**src/design/bmmd_pkg.sv**
```systemverilog
// Shared types, region codes and address constants for the banked memory map decoder.
// No dependencies; bmmd_decode and the top level refer to this package by scoped names.
package bmmd_pkg;

	localparam logic [3:0] RG_RAM    = 4'd0;
	localparam logic [3:0] RG_BASIC  = 4'd1;
	localparam logic [3:0] RG_KERNAL = 4'd2;
	localparam logic [3:0] RG_CHAR   = 4'd3;
	localparam logic [3:0] RG_VIDEO  = 4'd4;
	localparam logic [3:0] RG_SOUND  = 4'd5;
	localparam logic [3:0] RG_COLOR  = 4'd6;
	localparam logic [3:0] RG_CIA1   = 4'd7;
	localparam logic [3:0] RG_CIA2   = 4'd8;
	localparam logic [3:0] RG_PORT   = 4'd9;
	localparam logic [3:0] RG_NONE   = 4'd10;

	localparam logic [15:0] PORT_ADDR      = 16'h0001;
	localparam logic [7:0]  PORT_RESET     = 8'h37;
	localparam logic [2:0]  BASIC_HI3      = 3'b101;
	localparam logic [2:0]  KERNAL_HI3     = 3'b111;
	localparam logic [3:0]  IO_HI4         = 4'hD;
	localparam logic [1:0]  IO_VIDEO_SEL   = 2'd0;
	localparam logic [1:0]  IO_SOUND_SEL   = 2'd1;
	localparam logic [1:0]  IO_COLOR_SEL   = 2'd2;
	localparam logic [3:0]  IO_CIA1_PAGE   = 4'hC;
	localparam logic [3:0]  IO_CIA2_PAGE   = 4'hD;
	localparam logic [5:0]  VREG_CTRL      = 6'h11;
	localparam logic [5:0]  VREG_CTRL2     = 6'h16;
	localparam logic [5:0]  VREG_MEM_PTR   = 6'h18;
	localparam logic [15:0] CHROM_LO_A     = 16'h1000;
	localparam logic [15:0] CHROM_LO_B     = 16'h9000;
	localparam logic [15:0] CHROM_HI_A     = 16'h1800;
	localparam logic [15:0] CHROM_HI_B     = 16'h9800;
	localparam logic [15:0] CHROM_HI_OFS   = 16'h0800;

	typedef struct packed {
		logic io_visible;
		logic kernal_is_ram;
		logic char_is_ram;
		logic basic_is_ram;
	} bank_flags_t;

	typedef struct packed {
		logic vid_ctrl;
		logic vid_ctrl2;
		logic vid_mem_ptr;
		logic cia2_pa;
		logic port_wr;
	} wr_evt_t;

	function automatic bank_flags_t bank_decode(input logic [2:0] sel);
		bank_flags_t f;
		f = '0;
		unique case (sel)
			3'd0: f = bank_flags_t'(4'h7);
			3'd1: f = bank_flags_t'(4'h5);
			3'd2: f = bank_flags_t'(4'h1);
			3'd3: f = bank_flags_t'(4'h0);
			3'd4: f = bank_flags_t'(4'h7);
			3'd5: f = bank_flags_t'(4'hF);
			3'd6: f = bank_flags_t'(4'hB);
			3'd7: f = bank_flags_t'(4'hA);
			default: f = '0;
		endcase
		return f;
	endfunction

endpackage

```
**src/design/bmmd_req_if.sv**
```systemverilog
// Request channel interface: one processor bus access with valid/ready handshake.
// No dependencies.
interface bmmd_req_if;
	logic        valid;
	logic        ready;
	logic        mode;
	logic [15:0] addr;
	logic [7:0]  wdata;

	modport source (output valid, output mode, output addr, output wdata, input ready);
	modport sink (input valid, input mode, input addr, input wdata, output ready);
endinterface

```
**src/design/bmmd_rsp_if.sv**
```systemverilog
// Result channel interface: decoded region, offset, port register value and video base addresses.
// No dependencies.
interface bmmd_rsp_if;
	logic        valid;
	logic        ready;
	logic [3:0]  region;
	logic [15:0] offset;
	logic [7:0]  port_value;
	logic [15:0] screen_base;
	logic [15:0] bitmap_base;
	logic        charset_in_rom;
	logic [15:0] charset_addr;

	modport source (output valid, output region, output offset, output port_value,
		output screen_base, output bitmap_base, output charset_in_rom,
		output charset_addr, input ready);
	modport sink (input valid, input region, input offset, input port_value,
		input screen_base, input bitmap_base, input charset_in_rom,
		input charset_addr, output ready);
endinterface

```
**src/design/bmmd_decode.sv**
```systemverilog
// Combinational address decoder: region, offset and register-write events of one access.
// Depends on bmmd_pkg.
module bmmd_decode (
	input  logic                 mode,
	input  logic [15:0]          addr,
	input  bmmd_pkg::bank_flags_t flags,
	output logic [3:0]           region,
	output logic [15:0]          offset,
	output bmmd_pkg::wr_evt_t    evt
);

	logic        in_io;
	logic [3:0]  io_rg;
	logic [15:0] io_off;

	assign in_io = addr[15:12] == bmmd_pkg::IO_HI4;

	always_comb begin
		io_rg  = bmmd_pkg::RG_NONE;
		io_off = '0;
		unique case (addr[11:10])
			bmmd_pkg::IO_VIDEO_SEL: begin
				io_rg  = bmmd_pkg::RG_VIDEO;
				io_off = {10'd0, addr[5:0]};
			end
			bmmd_pkg::IO_SOUND_SEL: begin
				io_rg  = bmmd_pkg::RG_SOUND;
				io_off = {11'd0, addr[4:0]};
			end
			bmmd_pkg::IO_COLOR_SEL: begin
				io_rg  = bmmd_pkg::RG_COLOR;
				io_off = {6'd0, addr[9:0]};
			end
			default: begin
				if (addr[11:8] == bmmd_pkg::IO_CIA1_PAGE) begin
					io_rg  = bmmd_pkg::RG_CIA1;
					io_off = {12'd0, addr[3:0]};
				end else if (addr[11:8] == bmmd_pkg::IO_CIA2_PAGE) begin
					io_rg  = bmmd_pkg::RG_CIA2;
					io_off = {12'd0, addr[3:0]};
				end
			end
		endcase
	end

	always_comb begin
		region = bmmd_pkg::RG_RAM;
		offset = addr;
		evt    = '0;
		if (!mode) begin
			if (!flags.basic_is_ram && addr[15:13] == bmmd_pkg::BASIC_HI3) begin
				region = bmmd_pkg::RG_BASIC;
				offset = {3'd0, addr[12:0]};
			end else if (!flags.kernal_is_ram && addr[15:13] == bmmd_pkg::KERNAL_HI3) begin
				region = bmmd_pkg::RG_KERNAL;
				offset = {3'd0, addr[12:0]};
			end else if (flags.io_visible && in_io) begin
				if (io_rg != bmmd_pkg::RG_NONE) begin
					region = io_rg;
					offset = io_off;
				end
			end else if (!flags.char_is_ram && in_io) begin
				region = bmmd_pkg::RG_CHAR;
				offset = {4'd0, addr[11:0]};
			end else if (addr == bmmd_pkg::PORT_ADDR) begin
				region = bmmd_pkg::RG_PORT;
				offset = '0;
			end
		end else begin
			if (flags.io_visible && in_io) begin
				region = io_rg;
				offset = io_off;
				if (io_rg == bmmd_pkg::RG_VIDEO) begin
					evt.vid_ctrl    = io_off[5:0] == bmmd_pkg::VREG_CTRL;
					evt.vid_ctrl2   = io_off[5:0] == bmmd_pkg::VREG_CTRL2;
					evt.vid_mem_ptr = io_off[5:0] == bmmd_pkg::VREG_MEM_PTR;
				end
				evt.cia2_pa = (io_rg == bmmd_pkg::RG_CIA2) && (io_off[3:0] == 4'd0);
			end else if (addr == bmmd_pkg::PORT_ADDR) begin
				region      = bmmd_pkg::RG_PORT;
				offset      = '0;
				evt.port_wr = 1'b1;
			end
		end
	end

endmodule

```
**src/design/banked_memory_map_decoder.sv**
```systemverilog
// Top level of the banked memory map decoder: input register, banking state, result register.
// Depends on bmmd_pkg, bmmd_req_if, bmmd_rsp_if and bmmd_decode.
//
// Usage: each request on the req channel is one processor bus access (mode, addr, wdata).
// For every request exactly one result appears on the rsp channel, in order, carrying the
// target region and offset together with the port register and the screen, bitmap and
// character-set bases as they stand after that access.
// A request is registered in the input register when it is accepted and is decoded from there
// against the banking state. Its result is loaded into the result register when that register
// is empty or the receiver takes its current result, which raises rsp.valid.
// Throughput is one request per cycle while the receiver keeps ready high: the input register
// and the result register form a two-stage pipeline, and the banking state is updated in the
// same cycle a request is decoded, so the next request already sees it.
// When the receiver holds ready low, the result register holds its value, the request in the
// input register waits, and req.ready drops once both are full.
// Reset puts the port register at 0x37 with BASIC, KERNAL and I/O visible, the video bank at
// 0x0000, all bases at zero, and empties both pipeline stages.
module banked_memory_map_decoder (
	input  logic       clk,
	input  logic       arst_n,
	bmmd_req_if.sink   req,
	bmmd_rsp_if.source rsp
);

	logic        valid_s1;
	logic        mode_s1;
	logic [15:0] addr_s1;
	logic [7:0]  wdata_s1;

	logic        valid_s2;
	logic [3:0]  region_s2;
	logic [15:0] offset_s2;

	logic [7:0]  port_q;
	logic [15:0] bank_q;
	logic [7:0]  mem_ptr_q;
	logic        bitmap_mode_q;
	logic [15:0] screen_q;
	logic [15:0] bitmap_q;
	logic        charset_rom_q;
	logic [15:0] charset_q;

	logic                  adv_s2;
	logic                  load_s1;
	logic                  fire;
	bmmd_pkg::bank_flags_t flags;
	logic [3:0]            dec_region;
	logic [15:0]           dec_offset;
	bmmd_pkg::wr_evt_t     evt;

	logic [7:0]  port_nx;
	logic [15:0] bank_nx;
	logic [7:0]  mem_ptr_nx;
	logic        bitmap_mode_nx;
	logic        upd_vid;
	logic [15:0] screen_calc;
	logic [15:0] bitmap_calc;
	logic [15:0] char_calc;

	assign adv_s2    = !valid_s2 || rsp.ready;
	assign load_s1   = !valid_s1 || adv_s2;
	assign req.ready = load_s1;
	assign fire      = valid_s1 && adv_s2;

	assign flags = bmmd_pkg::bank_decode(port_q[2:0]);

	bmmd_decode u_decode (
		.mode   (mode_s1),
		.addr   (addr_s1),
		.flags  (flags),
		.region (dec_region),
		.offset (dec_offset),
		.evt    (evt)
	);

	always_comb begin
		port_nx        = evt.port_wr ? wdata_s1 : port_q;
		bank_nx        = evt.cia2_pa ? {~wdata_s1[1:0], 14'd0} : bank_q;
		mem_ptr_nx     = evt.vid_mem_ptr ? wdata_s1 : mem_ptr_q;
		bitmap_mode_nx = evt.vid_ctrl ? wdata_s1[5] : bitmap_mode_q;
		upd_vid        = evt.vid_ctrl || evt.vid_ctrl2 || evt.vid_mem_ptr;
		screen_calc    = bank_nx + {2'd0, mem_ptr_nx[7:4], 10'd0};
		bitmap_calc    = bank_nx + {2'd0, mem_ptr_nx[3], 13'd0};
		char_calc      = bank_nx + {2'd0, mem_ptr_nx[3:1], 11'd0};
	end

	always_ff @(posedge clk or negedge arst_n) begin
		if (!arst_n) begin
			valid_s1 <= 1'b0;
		end else if (load_s1) begin
			valid_s1 <= req.valid;
		end
	end

	always_ff @(posedge clk) begin
		if (load_s1 && req.valid) begin
			mode_s1  <= req.mode;
			addr_s1  <= req.addr;
			wdata_s1 <= req.wdata;
		end
	end

	always_ff @(posedge clk or negedge arst_n) begin
		if (!arst_n) begin
			valid_s2 <= 1'b0;
		end else if (adv_s2) begin
			valid_s2 <= valid_s1;
		end
	end

	always_ff @(posedge clk) begin
		if (fire) begin
			region_s2 <= dec_region;
			offset_s2 <= dec_offset;
		end
	end

	always_ff @(posedge clk or negedge arst_n) begin
		if (!arst_n) begin
			port_q        <= bmmd_pkg::PORT_RESET;
			bank_q        <= '0;
			mem_ptr_q     <= '0;
			bitmap_mode_q <= 1'b0;
			screen_q      <= '0;
			bitmap_q      <= '0;
			charset_rom_q <= 1'b0;
			charset_q     <= '0;
		end else if (fire) begin
			port_q        <= port_nx;
			bank_q        <= bank_nx;
			mem_ptr_q     <= mem_ptr_nx;
			bitmap_mode_q <= bitmap_mode_nx;
			if (upd_vid || evt.cia2_pa) begin
				screen_q <= screen_calc;
			end
			if ((upd_vid && bitmap_mode_nx) || evt.cia2_pa) begin
				bitmap_q <= bitmap_calc;
			end
			if ((upd_vid && !bitmap_mode_nx) || evt.cia2_pa) begin
				if (char_calc == bmmd_pkg::CHROM_HI_A || char_calc == bmmd_pkg::CHROM_HI_B) begin
					charset_rom_q <= 1'b1;
					charset_q     <= bmmd_pkg::CHROM_HI_OFS;
				end else if (char_calc == bmmd_pkg::CHROM_LO_A
						|| char_calc == bmmd_pkg::CHROM_LO_B) begin
					charset_rom_q <= 1'b1;
					charset_q     <= '0;
				end else begin
					charset_rom_q <= 1'b0;
					charset_q     <= char_calc;
				end
			end
		end
	end

	assign rsp.valid          = valid_s2;
	assign rsp.region         = region_s2;
	assign rsp.offset         = offset_s2;
	assign rsp.port_value     = port_q;
	assign rsp.screen_base    = screen_q;
	assign rsp.bitmap_base    = bitmap_q;
	assign rsp.charset_in_rom = charset_rom_q;
	assign rsp.charset_addr   = charset_q;

`ifndef SYNTHESIS
	a_s1_held: assert property (@(posedge clk) disable iff (!arst_n)
		valid_s1 && !adv_s2 |=> valid_s1)
		else $error("Request in the input register was lost during a stall.");

	a_state_frozen: assert property (@(posedge clk) disable iff (!arst_n)
		!fire |=> $stable(port_q) && $stable(bank_q) && $stable(screen_q))
		else $error("Banking state changed without a decoded request.");

	a_region_range: assert property (@(posedge clk) disable iff (!arst_n)
		valid_s2 |-> region_s2 <= bmmd_pkg::RG_NONE)
		else $error("Result carries an undefined region code.");

	a_port_offset: assert property (@(posedge clk) disable iff (!arst_n)
		valid_s2 && (region_s2 == bmmd_pkg::RG_PORT || region_s2 == bmmd_pkg::RG_NONE)
		|-> offset_s2 == '0)
		else $error("Port or dropped access has a nonzero offset.");

	a_charset_rom: assert property (@(posedge clk) disable iff (!arst_n)
		charset_rom_q |-> charset_q == '0 || charset_q == bmmd_pkg::CHROM_HI_OFS)
		else $error("Character ROM selected with an offset outside the ROM.");
`endif

endmodule

```
**src/flat_wrapper.sv**
```systemverilog
// flat-port wrapper written by rule: the top's interface ports become plain ports
module banked_memory_map_decoder_flat 
  (clk, arst_n, req_valid, req_mode, req_addr, req_wdata, req_ready, rsp_valid, rsp_region, rsp_offset, rsp_port_value, rsp_screen_base, rsp_bitmap_base, rsp_charset_in_rom, rsp_charset_addr, rsp_ready);
  bmmd_req_if req_i ();
  bmmd_rsp_if rsp_i ();
  input  logic clk;
  input  logic arst_n;
  input wire logic [$bits(req_i.valid)-1:0] req_valid;
  input wire logic [$bits(req_i.mode)-1:0] req_mode;
  input wire logic [$bits(req_i.addr)-1:0] req_addr;
  input wire logic [$bits(req_i.wdata)-1:0] req_wdata;
  output wire logic [$bits(req_i.ready)-1:0] req_ready;
  output wire logic [$bits(rsp_i.valid)-1:0] rsp_valid;
  output wire logic [$bits(rsp_i.region)-1:0] rsp_region;
  output wire logic [$bits(rsp_i.offset)-1:0] rsp_offset;
  output wire logic [$bits(rsp_i.port_value)-1:0] rsp_port_value;
  output wire logic [$bits(rsp_i.screen_base)-1:0] rsp_screen_base;
  output wire logic [$bits(rsp_i.bitmap_base)-1:0] rsp_bitmap_base;
  output wire logic [$bits(rsp_i.charset_in_rom)-1:0] rsp_charset_in_rom;
  output wire logic [$bits(rsp_i.charset_addr)-1:0] rsp_charset_addr;
  input wire logic [$bits(rsp_i.ready)-1:0] rsp_ready;
  assign req_i.valid = req_valid;
  assign req_i.mode = req_mode;
  assign req_i.addr = req_addr;
  assign req_i.wdata = req_wdata;
  assign req_ready = req_i.ready;
  assign rsp_valid = rsp_i.valid;
  assign rsp_region = rsp_i.region;
  assign rsp_offset = rsp_i.offset;
  assign rsp_port_value = rsp_i.port_value;
  assign rsp_screen_base = rsp_i.screen_base;
  assign rsp_bitmap_base = rsp_i.bitmap_base;
  assign rsp_charset_in_rom = rsp_i.charset_in_rom;
  assign rsp_charset_addr = rsp_i.charset_addr;
  assign rsp_i.ready = rsp_ready;
  banked_memory_map_decoder u_core (.clk(clk), .arst_n(arst_n), .req(req_i), .rsp(rsp_i));
endmodule
```
**config.mk**
```make
export PLATFORM = sky130hd
export DESIGN_NAME = banked_memory_map_decoder_flat
export DESIGN_NICKNAME = d
export VERILOG_FILES = /design/src/design/bmmd_pkg.sv /design/src/design/bmmd_req_if.sv /design/src/design/bmmd_rsp_if.sv /design/src/design/bmmd_decode.sv /design/src/design/banked_memory_map_decoder.sv /design/src/flat_wrapper.sv
export SDC_FILE = /design/constraint.sdc
export NUM_CORES = 1
export LEC_CHECK = 0
export ABC_CLOCK_PERIOD_IN_PS = 7700
export BUFFER_PORTS_ARGS = -buffer_cell sky130_fd_sc_hd__clkbuf_2
export CAP_MARGIN = 20
export CORE_MARGIN = 2
export CORE_UTILIZATION = 39
export DETAILED_ROUTE_END_ITERATION = 16
export PLACE_DENSITY_LB_ADDON = 0.08
export SYNTH_ARGS = -nofsm -noshare
export SYNTH_HDL_FRONTEND = slang
export SYNTH_SLANG_ARGS = --single-unit
export TNS_END_PERCENT = 10
```
**constraint.sdc**
```tcl
create_clock -name clk -period 7.7 [get_ports clk]
set_input_delay 1.54 -clock clk [delete_from_list [all_inputs] [get_ports clk]]
set_output_delay 1.54 -clock clk [all_outputs]
set_load 0.05 [all_outputs]
```
-- After elaboration in Yosys (flattened, before gate mapping)
Memory sizes are Yosys's and may differ from the RTL's.
Cells that the tools add are included.
- register bits after elaboration: 129
- bits in read-only memories: 32
- bits of input ports: 29
- output and inout port bits: 79
- word-level logic and storage cells: 104
- memories: 1
- add/sub/neg operators: 3
- equality and inequality tests: 18
- muxes and demuxes: 34
- bitwise logic cells: 1
- reductions and logical operators: 31
- memory list (memory ; depth ; bits a word ; rd ports ; clocked after Yosys merged registers in ; wr ports ; RTL line ; source):
    (no name shown) ; 8 ; 4 ; 1 ; 0 ; 0 ; bmmd_pkg.sv:54 ; unique case (sel)
- operators with widths (operator ; number):
    $mux 16 ; 11
    $add 16x14->16 ; 3
    $mux 4 ; 12
    $eq 16x13->1 const B ; 2
    $eq 16x16->1 const B ; 2
    $pmux 10 s3 ; 1
    $eq 6x5->1 const B ; 3
    $eq 16x1->1 const B ; 1
    $eq 4x4->1 const B ; 4
    $pmux 4 s3 ; 1
    $reduce_and 2->1 ; 5
    $logic_and 1x1->1 ; 9
    $logic_or 1x1->1 ; 9
    $mux 8 ; 1
    $eq 3x3->1 const B ; 2
    $logic_not 1->1 ; 6
    $mux 1 ; 5
    $mux 5 ; 1
    $eq 4x3->1 const B ; 1
    $logic_not 4->1 ; 1
    $ne 4x4->1 const B ; 1
    $mux 3 ; 1
    $eq 2x1->1 const B ; 1
    $eq 2x2->1 const B ; 1
    3 further kinds ; 3

-- Logic depth before layout (Yosys ltp)
- depth after elaboration: 14
- depth in mapped cells: 14
- depth with buffers taken out: 12

-- By module
Synthesis repeated with hierarchy kept, for this count alone.
- cell total of the unflattened synthesis: 439
- area total of the unflattened synthesis: 5662.9 µm²
- modules (own cells, without submodules) (module ; times used ; cells an instance ; area an instance (µm²) ; seq. area each (µm²)):
    banked_memory_map_decoder ; 1 ; 361 ; 5203.7 ; 3434.5
    bmmd_decode ; 1 ; 78 ; 459.2 ; 0.0

-- Worst setup path after synthesis
OpenSTA, ideal clock, no wires.
- kind: input port to output port
- start point: input port rsp_ready
- end point: output port req_ready
- arrival time: 2023 ps
- path slack: 4137 ps
- cell stages on the path: 1
- cells stage by stage: nand3b_1
- cells in the longest elaborated chain, start to end: 2
- RTL lines (element ; RTL line ; source):
    from (decl) ; flat_wrapper.sv:21 ; input wire logic [$bits(rsp_i.ready)-1:0] rsp_ready;
    $logic_or 1x1->1 ; banked_memory_map_decoder.sv:60 ; assign adv_s2 = !valid_s2 || rsp.ready;
    $logic_or 1x1->1 ; banked_memory_map_decoder.sv:61 ; assign load_s1 = !valid_s1 || adv_s2;
    to (decl) ; flat_wrapper.sv:12 ; output wire logic [$bits(req_i.ready)-1:0] req_ready;
Every way passes these cells.

-- Final worst setup path
- start point: register u_core.addr_s1[0]
- end point: register u_core.charset_q[9] (netlist: u_core.rsp.charset_addr[9])
- cells in the longest elaborated chain, start to end: 13
- RTL lines (element ; RTL line ; source):
    from (decl) ; banked_memory_map_decoder.sv:27 ; logic [15:0] addr_s1;
    from (signal assigned) ; banked_memory_map_decoder.sv:98 ; addr_s1 <= req.addr;
    $mux 4 ; bmmd_decode.sv:38 ; end else if (addr[11:8] == bmmd_pkg::IO_CIA2_PAGE) begin
    $mux 4 ; bmmd_decode.sv:35 ; if (addr[11:8] == bmmd_pkg::IO_CIA1_PAGE) begin
    $pmux 10 s3 * ; bmmd_decode.sv:21 ; unique case (addr[11:10])
    $eq 6x5->1 * ; bmmd_decode.sv:76 ; evt.vid_mem_ptr = io_off[5:0] == bmmd_pkg::VREG_MEM_PTR;
    $mux 3 * ; bmmd_decode.sv:73 ; if (io_rg == bmmd_pkg::RG_VIDEO) begin
    $mux 4 * ; bmmd_decode.sv:70 ; if (flags.io_visible && in_io) begin
    $mux 5 * ; bmmd_decode.sv:50 ; if (!mode) begin
    $mux 8 * ; banked_memory_map_decoder.sv:79 ; mem_ptr_nx = evt.vid_mem_ptr ? wdata_s1 : mem_ptr_q;
    named net u_core.mem_ptr_nx[1] ; banked_memory_map_decoder.sv:53 ; logic [7:0] mem_ptr_nx;
    $add 16x14->16 * ; banked_memory_map_decoder.sv:84 ; char_calc = bank_nx + {2'd0, mem_ptr_nx[3:1], 11'd0};
    $eq 16x13->1 or $eq 16x16->1 (tied branches) ; banked_memory_map_decoder.sv:143, banked_memory_map_decoder.sv:144 ;
    $logic_or 1x1->1 ; banked_memory_map_decoder.sv:144 ; || char_calc == bmmd_pkg::CHROM_LO_B) begin
    $mux 16 ; banked_memory_map_decoder.sv:143 ; end else if (char_calc == bmmd_pkg::CHROM_LO_A
    $mux 16 * ; banked_memory_map_decoder.sv:140 ; if (char_calc == bmmd_pkg::CHROM_HI_A || char_calc == bmmd_pkg::CHROM_HI_B) begin
    to (signal assigned) ; banked_memory_map_decoder.sv:142 ; charset_q <= bmmd_pkg::CHROM_HI_OFS;
    to (signal assigned) ; banked_memory_map_decoder.sv:149 ; charset_q <= char_calc;
    to (decl) ; banked_memory_map_decoder.sv:41 ; logic [15:0] charset_q;
Mark *: on every way through the listed nets, which the timed path passes. The rest lies on a longest branch.
A chain may end at the register's enable or synchronous reset.

==> results.sh <==
export IMPL_syn_area_per_cell_um2=12.4
export IMPL_synth_fp_nets=479
export IMPL_power_density_nw_per_um2=233
export IMPL_port_buffers=107
export IMPL_maxSlewHeadroom=0.349
export IMPL_final_min_clock_period_ns=3.83
export IMPL_synthFlopType="dfrtp_1"
export IMPL_syn_area_um2=5450
export IMPL_rsz0062_at_grt="false"
export IMPL_startpoint_type="register"
export IMPL_core_area_um2=13800
export IMPL_std_cell_rows=43
export IMPL_cts_buffers=17
export IMPL_clk_pin_slew_ns=0.05
export IMPL_async_reset_ff_frac=0.648
export IMPL_postSynthCellCount=440
export IMPL_dpl_cell_area_um2=6210
export IMPL_synth_edf_count=45
export IMPL_synth_cell_types=57
export IMPL_fillerInstances=1308
export IMPL_cts_tree="done"
export IMPL_fmax_ghz=0.261
export IMPL_finalMaxSlewViolations=0
export IMPL_combPwrFrac=0.049
export IMPL_crit_path_top_delay_cell="or4b_2"
export IMPL_grt_pass1_wl_mm=20.1
export IMPL_first_pass_iters=4
export IMPL_arrival_ns=4.11
export IMPL_ctsHtreeMaxLevel=4
export IMPL_required_ns=7.98
export IMPL_p_clk_frac=0.484
export IMPL_clk_latency_ns=0.42
export IMPL_cts_path_max_buffers=2
export IMPL_dieArea_um2=14900
export IMPL_fp_dieH_um=122
export IMPL_hold_violations=0
export IMPL_via_count=3744
export IMPL_fin_nets=596
export IMPL_finalSetupViolCount=0
export IMPL_r2r_slack_ns=3.87
export IMPL_viasPerCell=4.99
export IMPL_root_buffer="clkbuf_16"
export IMPL_drt_initial_drc_count=198
export IMPL_criticalPathCategory="register to register"
export IMPL_p_int_uw=1250
export IMPL_stdcell_area_um2=6810
export IMPL_ir_drop_mv=0.126
export IMPL_tns_ns=0
export IMPL_yosys_warnings=0
export IMPL_drc=0
export IMPL_yosysSeqAreaShare=0.630
export IMPL_finClkSkew_ns=0.00607
export IMPL_wl_per_cell_um=16.6
export IMPL_seqPwrFrac=0.467
export IMPL_diodes=0
export IMPL_die_width_um=122
export IMPL_cts_hold_repair_buffers=0
export IMPL_start_util=0.396
export IMPL_cp_max_fo=8
export IMPL_post_cts_resized=0
export IMPL_grt_pass1_vias=3756
export IMPL_globalplace_congestion=0.902
export IMPL_track_usage=0.179
export IMPL_antenna_found_initial=0
export IMPL_grt_max_degree=84
export IMPL_ios=108
export IMPL_crit_path_max_incr_delay_ns=0.72
export IMPL_hpwl_mm=8.70
export IMPL_p_switching_uw=339
export IMPL_grt_overflow_total=0
export IMPL_cp_num_buf_inv=1
export IMPL_layout_drive_gt1_share=0.316
export IMPL_crit_chain="or4b_2 -> or3_1 -> mux2_2 -> ha_1 -> inv_1 -> fa_1 -> xor2_1 -> nand2b_1 -> o41a_1 -> nand2_1 -> o21ai_0"
export IMPL_switching_share=0.213
export IMPL_drt_wl_total_mm=12.4
export IMPL_post_route_period_util=0.498
export IMPL_cp_end_kind="register"
export IMPL_cap_violations=0
export IMPL_hold_class="register to register"
export IMPL_area_delta_synth_final_pct=24.9
export IMPL_ant_nets=0
export IMPL_synth_seq_cells=128
export IMPL_cts_sinks=128
export IMPL_status="finished, final reports clean"
export IMPL_worstMarginPinSlew_ns=0.968
export IMPL_cts_post_setup_buffers_inserted=0
export IMPL_critical_path_top_delay_family="simple AND/OR/NAND/NOR gates"
export IMPL_power_leakage_uw=0.00325
-- cells in the final DEF (no fill, tap or decap), types with 3 or more instances in the layout --
master and n:
inv_1 18, mux2_4 7, clkinv_1 4, xor2_1 8
nor2b_1 18, o21ai_0 43, a22o_1 10, nor2_1 12
buf_4 5, clkbuf_1 6, clkbuf_16 17, mux2_2 17
nor3_1 4, dfrtp_1 78, ha_1 8, clkbuf_2 106
o21a_1 4, bufinv_16 3, mux2i_1 7, and2_1 7
nand4_1 3, nor4_1 7, and3_1 3, a21oi_1 10
nand2b_1 4, edfxtp_1 45, nand2_1 58, or3_1 3
a21o_1 4, a31oi_1 5, dfstp_2 5
-- sequential cells by signal (all words and copies together) (netlist names), 4 cells and up --
signal / count
u_core.bank_q: 16
u_core.rsp.offset: 16
u_core.rsp.charset_addr: 16
u_core.rsp.region: 4
u_core.wdata_s1: 8
u_core.rsp.port_value: 8
u_core.rsp.bitmap_base: 16
u_core.mem_ptr_q: 7
u_core.rsp.screen_base: 16
u_core.addr_s1: 16
-- worst register-to-register path: cells and delay by family (launching register included) --
kind	cells	cell delay, ns
XOR/XNOR	1	0.20
buffers and inverters	1	0.07
AO/OA/AOI/OAI	2	0.56
flip-flops	1	0.46
adder cells (fa/ha/maj)	2	0.62
AND/OR/NAND/NOR	4	1.49
multiplexers	1	0.30
-- power groups by stage --
stage | registers, µW | logic (µW) | clock network [µW]
finish | 742 | 78.6 | 769
global route | 744 | 85.3 | 822
CTS | 742 | 78.6 | 790
detailed placement | 754 | 78.3 | 0
global placement | 754 | 77.8 | 0
floorplan | 776 | 22.5 | 0
-- area by class of cell --
cell class | count | area, µm² | share of cell area
sequential | 128 | 3430 | 0.504
multi-input combinational | 278 | 1890 | 0.277
timing repair buffer | 114 | 634 | 0.0931
clock buffer | 23 | 448 | 0.0658
tap | 180 | 225 | 0.0331
clock inverter | 9 | 115 | 0.0169
inverter | 18 | 67.6 | 0.00992
-- layer usage --
layer	GRT usage	part of all wire	vias to the layer above
li1	-	-	1810
met1	0.250	0.48	1827
met2	0.268	0.46	92
met3	0.0502	0.049	15
met4	0.0668	0.014	0
met5	0	0	-
-- synth_stat cells (all sizes together) (3+ instances only) --
cell type	n	area [µm²]
dfrtp	78	1950
nand2	58	218
edfxtp	45	1350
o21ai	45	225
mux2	24	297
inv	18	67.6
nor2b	18	113
nor2	12	45.0
a21oi	10	50.1
a22o	10	87.6
clkbuf	10	37.5
and2	9	57.6
ha	8	100
xor2	8	70.1
mux2i	7	70.1
nor4	7	43.8
buf	6	35.0
nor3	6	46.3
a31oi	5	31.3
and3	5	33.8
dfstp	5	131
a21o	4	30.0
nand2b	4	25.0
o21a	4	30.0
or3	4	26.3
nand4	3	18.8
-- worst paths after layout --
path / startpoint / end / cells after the start
worst min-delay path: u_core.rsp.bitmap_base[15]$_DFFE_PN0P_ / u_core.rsp.bitmap_base[15]$_DFFE_PN0P_ / 2
worst min register to register: u_core.rsp.bitmap_base[15]$_DFFE_PN0P_ / u_core.rsp.bitmap_base[15]$_DFFE_PN0P_ / 2
worst max register to register: u_core.addr_s1[0]$_DFFE_PP_ / u_core.rsp.charset_addr[9]$_DFFE_PN0P_ / 11
max in group asynchronous: arst_n / u_core.rsp.port_value[2]$_DFFE_PN1P_ / 2
worst max-delay path: u_core.addr_s1[0]$_DFFE_PP_ / u_core.rsp.charset_addr[9]$_DFFE_PN0P_ / 11
min in group asynchronous: arst_n / u_core.rsp.charset_addr[5]$_DFFE_PN0P_ / 1
-- metrics by stage --
stage | hold WS, ns | power (µW) | cells | setup WS [ns] | util
finish | 0.478 | 1590 | 750 | 3.87 | 0.494
global route | 0.511 | 1650 | 750 | 3.51 | 0.494
floorplan | 0.455 | 799 | 440 | 4.14 | -
detailed placement | 0.473 | 833 | 716 | 3.86 | 0.451
global placement | 0.464 | 832 | 715 | 3.80 | 0.449
CTS | 0.485 | 1610 | 748 | 3.86 | 0.492
-- cell families (layout without fill, tap and decap cells) --
kind of cell,after synthesis,count (layout),share of synthesized area
adder cells (fa/ha/maj),10,10,0.0257
multiplexers,31,31,0.0672
flip-flops,128,128,0.630
buffers and inverters,34,164,0.0257
AO/OA/AOI/OAI,87,87,0.0982
AND/OR/NAND/NOR,140,140,0.137
XOR/XNOR,10,10,0.0161
Power figures use the tool's default switching activity.
